[src/rtl/core/btint_pkg.sv]
// ----------------------------------------------------------------------------
// btint_pkg
// Types and codes shared by the B+ tree internal node table.
// ----------------------------------------------------------------------------
package btint_pkg;

  // Node capacity; the 5-bit index and count fields of the result word
  // are sized for it.
  localparam int MAX_CELLS = 16;

  typedef enum logic [1:0] {
    ACT_INIT   = 2'd0,
    ACT_FIND   = 2'd1,
    ACT_INSERT = 2'd2,
    ACT_UPDATE = 2'd3
  } action_e;

  localparam logic STATUS_OK   = 1'b0;
  localparam logic STATUS_FULL = 1'b1;

  typedef struct packed {
    action_e     action;
    logic [31:0] key;
    logic [31:0] child_page;
    logic [31:0] new_key;
  } in_word_t;

  typedef struct packed {
    logic        status;
    logic [4:0]  branch_index;
    logic [31:0] found_page;
    logic [4:0]  cell_count;
  } out_word_t;

endpackage

[src/rtl/core/btint_ram.sv]
// ----------------------------------------------------------------------------
// btint_ram
// Generic single-write, single-read RAM with a registered read port.
// ----------------------------------------------------------------------------
module btint_ram #(
  parameter int WIDTH = 32,
  parameter int DEPTH = 16,
  localparam int AW = (DEPTH > 1) ? $clog2(DEPTH) : 1
) (
  input  logic             clk_i,
  input  logic             we_i,
  input  logic [AW-1:0]    waddr_i,
  input  logic [WIDTH-1:0] wdata_i,
  input  logic             re_i,
  input  logic [AW-1:0]    raddr_i,
  output logic [WIDTH-1:0] rdata_o
);

  logic [WIDTH-1:0] mem_q [DEPTH];

  always_ff @(posedge clk_i) begin
    if (we_i) begin
      mem_q[waddr_i] <= wdata_i;
    end
    if (re_i) begin
      rdata_o <= mem_q[raddr_i];
    end
  end

endmodule

[src/rtl/core/btree_internal_node_table_unit.sv]
// ----------------------------------------------------------------------------
// btree_internal_node_table_unit
// One B+ tree internal node: sorted key/page cells plus a right child.
// ----------------------------------------------------------------------------
// Usage:
// A command word enters on the in channel (valid/ready) and exactly one
// result word leaves on the out channel (valid/ready). Init clears the
// cell count and loads the right child; find, insert and update first run
// a lower-bound binary search over the cells with one shared comparator.
// Each halving step is a RAM read, then a compare, and a last search state
// sees the range closed. A dispatch state then acts on the index; find
// reading a cell page adds a fetch state, an insert into the middle moves
// one cell per cycle and then a place state writes the new cell, and a done
// state loads the result register. Ready is low while a word is in work and
// returns as the result is loaded. A finished result waits in the output
// register, and the next word is accepted meanwhile; it completes only once
// that register is free. Reset clears the cell count and the right child.
// Cell contents are not cleared; cells at or above the count are never read.
// ----------------------------------------------------------------------------
module btree_internal_node_table_unit (
  input  logic                 clk_i,
  input  logic                 rst_ni,
  input  logic                 in_valid_i,
  output logic                 in_ready_o,
  input  btint_pkg::in_word_t  in_word_i,
  output logic                 out_valid_o,
  input  logic                 out_ready_i,
  output btint_pkg::out_word_t out_word_o
);
  import btint_pkg::*;

  localparam int CW = $clog2(MAX_CELLS + 1);
  localparam int AW = (MAX_CELLS > 1) ? $clog2(MAX_CELLS) : 1;
  localparam logic [CW-1:0] MaxCount = CW'(MAX_CELLS);

  typedef enum logic [2:0] {
    S_IDLE,
    S_SEARCH,
    S_CMP,
    S_DISPATCH,
    S_FETCH,
    S_SHIFT,
    S_PLACE,
    S_DONE
  } state_e;

  state_e        state_q;
  action_e       act_q;
  logic [31:0]   key_q, page_q, nkey_q;
  logic [CW-1:0] count_q, lo_q, hi_q, mid_q, ptr_q;
  logic [31:0]   rpage_q, rmax_q;
  logic          status_q;
  logic [31:0]   found_q;
  logic          out_valid_q;
  out_word_t     out_q;

  // RAM control
  logic          re;
  logic [AW-1:0] raddr, waddr;
  logic          we_key, we_page;
  logic [31:0]   wkey, wpage, rkey, rpage;

  logic [CW:0]   sum;
  logic [CW-1:0] mid_w, ptr_m1, ptr_m2, cnt_m1;
  logic          idx_lt_cnt, full, goes_right;
  logic [31:0]   idx_ext, cnt_ext;
  logic          out_free;

  assign sum        = {1'b0, lo_q} + {1'b0, hi_q};
  assign mid_w      = sum[CW:1];
  assign ptr_m1     = ptr_q - CW'(1);
  assign ptr_m2     = ptr_q - CW'(2);
  assign cnt_m1     = count_q - CW'(1);
  assign idx_lt_cnt = lo_q < count_q;
  assign full       = count_q >= MaxCount;
  assign goes_right = key_q > rmax_q;
  assign idx_ext    = 32'(lo_q);
  assign cnt_ext    = 32'(count_q);
  assign out_free   = !out_valid_q || out_ready_i;

  always_comb begin
    re      = 1'b0;
    raddr   = '0;
    we_key  = 1'b0;
    we_page = 1'b0;
    waddr   = '0;
    wkey    = key_q;
    wpage   = page_q;
    case (state_q)
      S_SEARCH: begin
        if (lo_q != hi_q) begin
          re    = 1'b1;
          raddr = mid_w[AW-1:0];
        end
      end
      S_DISPATCH: begin
        case (act_q)
          ACT_FIND: begin
            re    = idx_lt_cnt;
            raddr = lo_q[AW-1:0];
          end
          ACT_UPDATE: begin
            we_key = idx_lt_cnt;
            waddr  = lo_q[AW-1:0];
            wkey   = nkey_q;
          end
          ACT_INSERT: begin
            if (!full) begin
              if (goes_right) begin
                // The old right child becomes the new last cell.
                we_key  = 1'b1;
                we_page = 1'b1;
                waddr   = count_q[AW-1:0];
                wkey    = rmax_q;
                wpage   = rpage_q;
              end else if (idx_lt_cnt) begin
                // The shift starts from the current last cell.
                re    = 1'b1;
                raddr = cnt_m1[AW-1:0];
              end else begin
                we_key  = 1'b1;
                we_page = 1'b1;
                waddr   = lo_q[AW-1:0];
              end
            end
          end
          default: ;
        endcase
      end
      S_SHIFT: begin
        // Write the cell read last cycle one place up, and read the next one.
        we_key  = 1'b1;
        we_page = 1'b1;
        waddr   = ptr_q[AW-1:0];
        wkey    = rkey;
        wpage   = rpage;
        if (ptr_m1 > lo_q) begin
          re    = 1'b1;
          raddr = ptr_m2[AW-1:0];
        end
      end
      S_PLACE: begin
        we_key  = 1'b1;
        we_page = 1'b1;
        waddr   = lo_q[AW-1:0];
      end
      default: ;
    endcase
  end

  btint_ram #(
    .WIDTH(32),
    .DEPTH(MAX_CELLS)
  ) u_key_ram (
    .clk_i  (clk_i),
    .we_i   (we_key),
    .waddr_i(waddr),
    .wdata_i(wkey),
    .re_i   (re),
    .raddr_i(raddr),
    .rdata_o(rkey)
  );

  btint_ram #(
    .WIDTH(32),
    .DEPTH(MAX_CELLS)
  ) u_page_ram (
    .clk_i  (clk_i),
    .we_i   (we_page),
    .waddr_i(waddr),
    .wdata_i(wpage),
    .re_i   (re),
    .raddr_i(raddr),
    .rdata_o(rpage)
  );

  always_ff @(posedge clk_i or negedge rst_ni) begin
    if (!rst_ni) begin
      state_q     <= S_IDLE;
      act_q       <= ACT_INIT;
      key_q       <= '0;
      page_q      <= '0;
      nkey_q      <= '0;
      count_q     <= '0;
      rpage_q     <= '0;
      rmax_q      <= '0;
      lo_q        <= '0;
      hi_q        <= '0;
      mid_q       <= '0;
      ptr_q       <= '0;
      status_q    <= STATUS_OK;
      found_q     <= '0;
      out_valid_q <= 1'b0;
    end else begin
      if (state_q == S_DONE && out_free) begin
        out_valid_q <= 1'b1;
      end else if (out_valid_q && out_ready_i) begin
        out_valid_q <= 1'b0;
      end
      case (state_q)
        S_IDLE: begin
          if (in_valid_i) begin
            act_q    <= in_word_i.action;
            key_q    <= in_word_i.key;
            page_q   <= in_word_i.child_page;
            nkey_q   <= in_word_i.new_key;
            lo_q     <= '0;
            hi_q     <= count_q;
            status_q <= STATUS_OK;
            found_q  <= '0;
            if (in_word_i.action == ACT_INIT) begin
              count_q <= '0;
              rpage_q <= in_word_i.child_page;
              rmax_q  <= in_word_i.key;
              state_q <= S_DONE;
            end else begin
              state_q <= S_SEARCH;
            end
          end
        end
        S_SEARCH: begin
          mid_q   <= mid_w;
          state_q <= (lo_q != hi_q) ? S_CMP : S_DISPATCH;
        end
        S_CMP: begin
          if (rkey >= key_q) begin
            hi_q <= mid_q;
          end else begin
            lo_q <= mid_q + CW'(1);
          end
          state_q <= S_SEARCH;
        end
        S_DISPATCH: begin
          case (act_q)
            ACT_FIND: begin
              if (idx_lt_cnt) begin
                state_q <= S_FETCH;
              end else begin
                found_q <= rpage_q;
                state_q <= S_DONE;
              end
            end
            ACT_UPDATE: begin
              if (!idx_lt_cnt) begin
                rmax_q <= nkey_q;
              end
              state_q <= S_DONE;
            end
            ACT_INSERT: begin
              if (full) begin
                status_q <= STATUS_FULL;
                state_q  <= S_DONE;
              end else if (goes_right) begin
                rpage_q <= page_q;
                rmax_q  <= key_q;
                count_q <= count_q + CW'(1);
                state_q <= S_DONE;
              end else if (idx_lt_cnt) begin
                ptr_q   <= count_q;
                state_q <= S_SHIFT;
              end else begin
                count_q <= count_q + CW'(1);
                state_q <= S_DONE;
              end
            end
            default: state_q <= S_DONE;
          endcase
        end
        S_FETCH: begin
          found_q <= rpage;
          state_q <= S_DONE;
        end
        S_SHIFT: begin
          ptr_q <= ptr_m1;
          if (!(ptr_m1 > lo_q)) begin
            state_q <= S_PLACE;
          end
        end
        S_PLACE: begin
          count_q <= count_q + CW'(1);
          state_q <= S_DONE;
        end
        S_DONE: begin
          if (out_free) begin
            state_q <= S_IDLE;
          end
        end
        default: state_q <= S_IDLE;
      endcase
    end
  end

  // Result payload; held while the receiver stalls.
  always_ff @(posedge clk_i) begin
    if (state_q == S_DONE && out_free) begin
      out_q.status       <= status_q;
      out_q.branch_index <= idx_ext[4:0];
      out_q.found_page   <= found_q;
      out_q.cell_count   <= cnt_ext[4:0];
    end
  end

  assign in_ready_o  = (state_q == S_IDLE);
  assign out_valid_o = out_valid_q;
  assign out_word_o  = out_q;

  a_count_bound: assert property (@(posedge clk_i) disable iff (!rst_ni)
    count_q <= MaxCount)
    else $error("cell count exceeds node capacity");

  a_no_write_idle: assert property (@(posedge clk_i) disable iff (!rst_ni)
    state_q == S_IDLE |-> !we_key && !we_page)
    else $error("cell RAM written while idle");

  a_search_order: assert property (@(posedge clk_i) disable iff (!rst_ni)
    state_q == S_SEARCH |-> lo_q <= hi_q && hi_q <= count_q)
    else $error("binary search bounds out of order");

  a_result_to_idle: assert property (@(posedge clk_i) disable iff (!rst_ni)
    $rose(out_valid_q) |-> state_q == S_IDLE)
    else $error("result loaded without returning to idle");

endmodule
[config.mk]
export PLATFORM = sky130hd
export DESIGN_NAME = btree_internal_node_table_unit
export DESIGN_NICKNAME = d
export VERILOG_FILES = /design/src/rtl/core/btint_pkg.sv /design/src/rtl/core/btint_ram.sv /design/src/rtl/core/btree_internal_node_table_unit.sv
export SDC_FILE = /design/constraint.sdc
export NUM_CORES = 2
export LEC_CHECK = 0
export BUFFER_PORTS_ARGS = -buffer_cell sky130_fd_sc_hd__clkbuf_2
export CAP_MARGIN = 5
export CELL_PAD_IN_SITES_DETAIL_PLACEMENT = 1
export CELL_PAD_IN_SITES_GLOBAL_PLACEMENT = 2
export CORE_ASPECT_RATIO = 0.9
export CORE_MARGIN = 5
export CORE_UTILIZATION = 44
export CTS_CLUSTER_DIAMETER = 200
export DETAILED_ROUTE_END_ITERATION = 16
export GPL_TIMING_DRIVEN = 0
export PLACE_DENSITY_LB_ADDON = 0.12
export SYNTH_ARGS = -nofsm -noshare
export SYNTH_HDL_FRONTEND = slang
export SYNTH_SLANG_ARGS = --single-unit
export TNS_END_PERCENT = 20
[constraint.sdc]
create_clock -name clk_i -period 5.9 [get_ports clk_i]
set_clock_uncertainty 0.15 [all_clocks]
set_input_delay 0.295 -clock clk_i [delete_from_list [all_inputs] [get_ports clk_i]]
set_output_delay 0.295 -clock clk_i [all_outputs]
set_load 0.05 [all_outputs]
### Word level (Yosys, flattened, before mapping)

Memory sizes are Yosys's and may differ from the RTL's. A register that Yosys moved wholly into a read port is not among the register bits.
Index checks and enable logic that the tools add are counted.

* add/subtract/negate cells: 6
* multipliers: 0
* div/mod/pow operators: 0
* $lt $le $gt $ge: 5
* eq/ne operators: 30
* shift operators: 0
* mux-type cells: 90
* bitwise gates (word level): 0
* reduce and logical (&&, ||, !) cells: 24

Operator list (number)
* 2-to-1 mux 32 bit: 18
* case mux 32 bit (2 select lines): 6
* case mux 32 bit (3 select lines): 1
* 2-to-1 mux 5 bit: 14
* >= comparator 32 bit: 1
* > comparator 32 bit: 1
* 2-to-1 mux 4 bit: 8
* case mux 5 bit (2 select lines): 3
* != test 2 bit, second input constant: 12
* case mux 4 bit (3 select lines): 2
* case mux 3 bit (7 select lines): 1
* 2-to-1 mux 1 bit: 19
* case mux 4 bit (2 select lines): 2
* case mux 5 bit (3 select lines): 1
* == test 3 bit, second input constant: 4
* 2-to-1 mux 3 bit: 4
* != test 3 bit, second input constant: 4
* AND reduction 6 bit: 2
* adder 5 x 1 -> 5 bit, second input constant: 2
* case mux 1 bit (2 select lines): 5
* AND reduction 3 bit: 3
* 2-to-1 mux 2 bit: 4
* AND reduction 4 bit: 2
* nonzero test 2 bit: 4
* 26 further kinds: 32

* bits in registers: 267
* latch bits: 0
* memory bits (writable): 1024
* bits in read-only memories: 0
* input port bits: 102
* output and inout bits: 45
* word-level logic and storage cells: 176
* memories kept: 2

Memory list
* u_key_ram.mem_q: words 16, width 32, rd ports 1, clocked after memory_dff 1, write ports 1, RTL line btint_ram.sv:19 `logic [WIDTH-1:0] mem_q [DEPTH];`
* u_page_ram.mem_q: words 16, width 32, rd ports 1, clocked after memory_dff 1, write ports 1, RTL line btint_ram.sv:19

### Logic depth before layout (Yosys ltp)

* depth after elaboration: 8
* mapped depth: 20
* mapped depth without buffers: 16

### Cells and area by module

Synthesis repeated with hierarchy kept, for this count alone.

* cell total of the unflattened synthesis: 3496
* area, all modules: 56306.5 sq um

By module, submodules not included
* btint_ram: instances 2, cells an instance 838, area each 20155.6 sq um, sequential area each 16335.7 sq um
* btree_internal_node_table_unit: instances 1, cells an instance 1820, area each 15995.3 sq um, sequential area each 6896.6 sq um

### Worst setup path after synthesis

No wires, ideal clock.

* path type: register to register
* start: register key_q[14]
* end: memory u_page_ram.mem_q[3][0] (enable)
* library setup time: 421 ps
* arrival: 4061 ps
* data required time: 5329 ps
* setup slack: 1268 ps
* cell stages (with the launch flop): 13
* path buffers: 2
* clock period less this slack: 4632 ps
* cells stage by stage: dfrtp_1 -> ha_1 -> nand4_1 -> nor4_2 -> a21boi_1 -> nor4bb_1 -> o21a_2 -> buf_6 -> nor2_2 -> a222oi_1 -> or2_2 -> clkbuf_1 -> nor2_1

* longest elaborated chain between the ends: 7
* elaborated cells on any way between the ends: 11
* those cells by class: order compare (1); mux (10)

Ends and longest elaborated chain
* start: declaration: RTL line btree_internal_node_table_unit.sv:49 `logic [31:0] key_q, page_q, nkey_q;`
* start signal: assignment: RTL line btree_internal_node_table_unit.sv:204 `key_q <= in_word_i.key;`
* > comparator 32 bit *: RTL line btree_internal_node_table_unit.sv:76 `assign goes_right = key_q > rmax_q;`
* 2-to-1 mux 1 bit: RTL line btree_internal_node_table_unit.sv:109 `if (goes_right) begin`
* 2-to-1 mux 1 bit: RTL line btree_internal_node_table_unit.sv:108 `if (!full) begin`
* 2-to-1 mux 1 bit: RTL line btree_internal_node_table_unit.sv:97 `case (act_q)`
* case mux 1 bit (2 select lines): RTL line btree_internal_node_table_unit.sv:89 `case (state_q)`
* 2-to-1 mux 1 bit: RTL line btint_ram.sv:22 `if (we_i) begin`
* 2-to-1 mux 1 bit (not written as such): RTL line btint_ram.sv:23 `mem_q[waddr_i] <= wdata_i;`
* end: declaration: RTL line btint_ram.sv:19

Mark *: on every way between the ends. The rest lies on a longest branch, timed or not.

### Worst setup path after layout

* start: register key_q[31]
* end: register u_page_ram.rdata_o[21], read port of u_page_ram.mem_q (data pin)

* longest elaborated chain between the ends: 5
* elaborated cells on any way between the ends: 9
* those cells by class: order compare (1); mux (8)

Ends and longest elaborated chain
* > comparator 32 bit *: RTL line btree_internal_node_table_unit.sv:76
* 2-to-1 mux 4 bit or 2-to-1 mux 1 bit (tied branches): RTL line btree_internal_node_table_unit.sv:109
* 2-to-1 mux 4 bit or 2-to-1 mux 1 bit (tied branches): RTL line btree_internal_node_table_unit.sv:108
* case mux 4 bit (2 select lines) or case mux 1 bit (2 select lines) (tied branches): RTL line btree_internal_node_table_unit.sv:97
* case mux 4 bit (3 select lines) or case mux 1 bit (3 select lines) (tied branches): RTL line btree_internal_node_table_unit.sv:89
* end: declaration: RTL line btint_ram.sv:16 `output logic [WIDTH-1:0] rdata_o`

Marks and branches as above.
A chain may end at the register's enable or synchronous reset.

==> out/metrics.yaml <==
ant_nets: 0
min_path_type: "in2reg"
fp.dieArea_sq_um: 137000
place_congestion: 0.845
maxSlewViolCount: 0
peakVddDrop_mv: 0.240
antenna_found_initial: 16
ys_async_sr_fraction: 0.165
ys_warn_count: 0
setup.worst_path.start: "key_q[31]"
cts_buffers: 145
synth_edf_count: 1131
core_area_sq_um: 129000
drtPass1Iterations: 5
yosys.cell_count.top_type: "edfxtp_1"
synth-simple-area-share: 0.111
multi_input_area_sq_um: 16200
worst_path_dominant_cell_family: "compound AO/OA/AOI/OAI gates"
power_switching_mw: 3.99
setup_viol_count_final: 0
required_ps: 6230
clock_latency_ps: 780
fmax_mhz: 173
worst_pin_slew_ps: 1270
initial_core_util: 0.443
synth_xor_area_frac: 0.00245
min_period_ps: 5780
rows: 125
netlist_instances: 4493
grt_setup_unrepaired: "no"
drcViolationCount: 0
pwr-share-seq: 0.525
timing.hold.ws_ps: 122
place_hpwl_um: 138000
hold_viol: 0
tns_ps: 0
synthTopCellsByCount: "edfxtp_1, nand2_1, dfrtp_1"
p_leak_nw: 24.7
fin_crit_sh: 0.980
cp.depth: 13
clk_path_buf_depth: 3
nNetsFinal: 5146
die_h_um: 352
ctsHtreeMaxLevel: 4
synthAdderAreaFrac: 0.0194
met1_usage: 0.425
r2r_slack_ps: 120
grtUsageMet2: 0.433
clock_sinks: 1355
dr_total_vias: 40200
dpl.cell_count: 6420
synth_area_sq_um: 57200
ys_ff_latch: 1355
r2r_start: "key_q[31]"
yosysUniqueCellTypes: 75
arrival_ps: 6110
grt_util_all_layers: 0.284
synth_flop_cell: "edfxtp_1"
synth_top_area_frac: 0.594
critical_path_class: "reg2reg"
first_global_vias: 41100
synth_top_family_by_area: "simple AND/OR/NAND/NOR gates"
synth-compound-area-share: 0.109
p_int_mw: 15.6
ys_seq_area_frac: 0.692
synth.avg_cell_area_sq_um: 12.7
synth_area_leaders: "edfxtp_1, dfrtp_1, nand2_1"
maxSlewHeadroom: 0.151
critPathSlowestCell: "nand2_1"
powerDensity_nw_per_um2: 290
avgRoutedWirePerCell_um: 29.2
maxCapViolCount: 0
root_buffer: "clkbuf_16"
pwr-share-comb: 0.009
stdcell_count: 6789
p_total_mw: 19.6
nFillCells: 13000
portBuffers: 146
grt_max_degree: 98
grt_pass1_wl_um: 287000
crit_fanout: 10
yosysTopAreaCell: "edfxtp_1"
status: "completed"
drive_gt1_frac: 0.126
cp-end-kind: "flip-flop"
grt.busiest_layer: "met2"
first_iter_violations: 4227
avgViaCountPerCell: 5.91
gr-total-overflow: 0
grt_use_met3: 0.0492
seq_area_sq_um: 39600
min-delay-start: "in_word_i[8]"
synth_fp_nets: 4683
drt-total-wl_um: 198000
area_growth_pct: 17.8
clk_pin_slew_ps: 60
cts_tree: "done"
clkPwrFrac: 0.467
max_stage_delay_ps: 600
fp.dieW_um: 390
crit_chain: "ha_1 -> nand4_2 -> nor4_2 -> nand3_1 -> a21bo_2 -> o211ai_2 -> o31ai_4 -> buf_2 -> nand2_1 -> clkbuf_1 -> o22ai_1 -> a211oi_1 -> a221o_1"
swShare: 0.204
start_kind: "flip-flop"
cp_num_buf_inv: 2
min_path_cells: 4
synth.mux.area_fraction: 0.0374
reg2reg_depth: 13
ios: 147
## worst register-to-register path, delay by kind of cell (launching register included)
family                   cells  cell delay [ps]
flip-flops                   1              450
AND/OR/NAND/NOR              4             1590
buffers and inverters        2              980
adder cells (fa/ha/maj)      1              370
AO/OA/AOI/OAI                6             1980
## sequential cells by signal, indices dropped and copies added, names as in the netlist, 32 cells and up
name and flops:
u_key_ram.mem_q 512, u_page_ram.mem_q 512, out_word_o 43, found_q 32
key_q 32, nkey_q 32, page_q 32, rmax_q 32
rpage_q 32, u_key_ram.rdata_o 32, u_page_ram.rdata_o 32
## power groups by stage
stage | combinational [mW] | sequential, mW | clock, mW
after CTS | 0.172 | 10.3 | 9.24
final | 0.171 | 10.3 | 9.13
after floorplan | 0.0177 | 10.5 | 0
after detailed placement | 0.115 | 10.5 | 0
after global routing | 0.187 | 10.3 | 9.67
after global placement | 0.109 | 10.5 | 0
## cell families after synthesis
group / after synthesis
DFF: 1355
buffers and inverters: 380
AOI/OAI and AO/OA: 919
muxes: 207
adders and majority gates: 88
xor gates and xnor gates: 16
and+or+nand+nor: 1528
## timing repair
| item | CTS | global route |
|---|---|---|
| endpoints found under the hold margin | 393 | 0 |
| setup buffers | 0 | 0 |
| endpoints found under the setup margin | 0 | 53 |
| gates resized for setup | 0 | 2 |
| hold buffers | 104 | 0 |
## worst paths after layout
path	end
min	nkey_q[8]
max reg2reg	u_page_ram.rdata_o[21]
max	u_page_ram.rdata_o[21]
min in group asynchronous	rpage_q[18]
max in group asynchronous	rmax_q[14]
min reg2reg	out_word_o[10]
## cell type report
cell class                 instances  area share
inverter                          86     0.00479
tap                             1714      0.0318
multi-input combinational       2758       0.241
buffer                           293      0.0200
clock inverter                    74      0.0104
timing repair buffer             317      0.0451
antenna                            3    0.000111
clock buffer                     189      0.0593
sequential                      1355       0.588
## layout by cell type (no fill, tap or decap), types with 32 or more instances in the layout
master	n
edfxtp_1	1131
nand2_1	1120
dfrtp_1	224
clkbuf_1	188
a21oi_1	177
mux2i_1	155
clkbuf_16	152
a22oi_1	145
clkbuf_2	145
o21ai_0	128
a31oi_1	114
nor2_1	112
nand3_1	107
dlygate4sd3_1	103
ha_1	87
inv_1	85
buf_2	82
and3_1	80
a221o_1	57
mux2_2	44
o22ai_1	41
a32o_1	41
o21ai_1	37
a221oi_1	34
buf_6	32
a21boi_0	32
nor2_4	32
## routing by layer
| metal | wire [um] | vias up |
|---|---|---|
| met3 | 15500 | 276 |
| met2 | 88700 | 1566 |
| li1 | - | 17600 |
| met5 | 9 | - |
| met1 | 89500 | 20800 |
| met4 | 4590 | 2 |
## stage by stage
stage | setup slack (ps) | utilization | instance area, sq um
final | 117 | 0.522 | 67300
after global placement | -2070 | 0.465 | 60000
after global routing | 16.5 | 0.522 | 67300
after detailed placement | 18.5 | 0.477 | 61600
after floorplan | 1270 | - | 57200
after CTS | 10.9 | 0.522 | 67300
No activity file was read; power rests on OpenSTA's default activity.
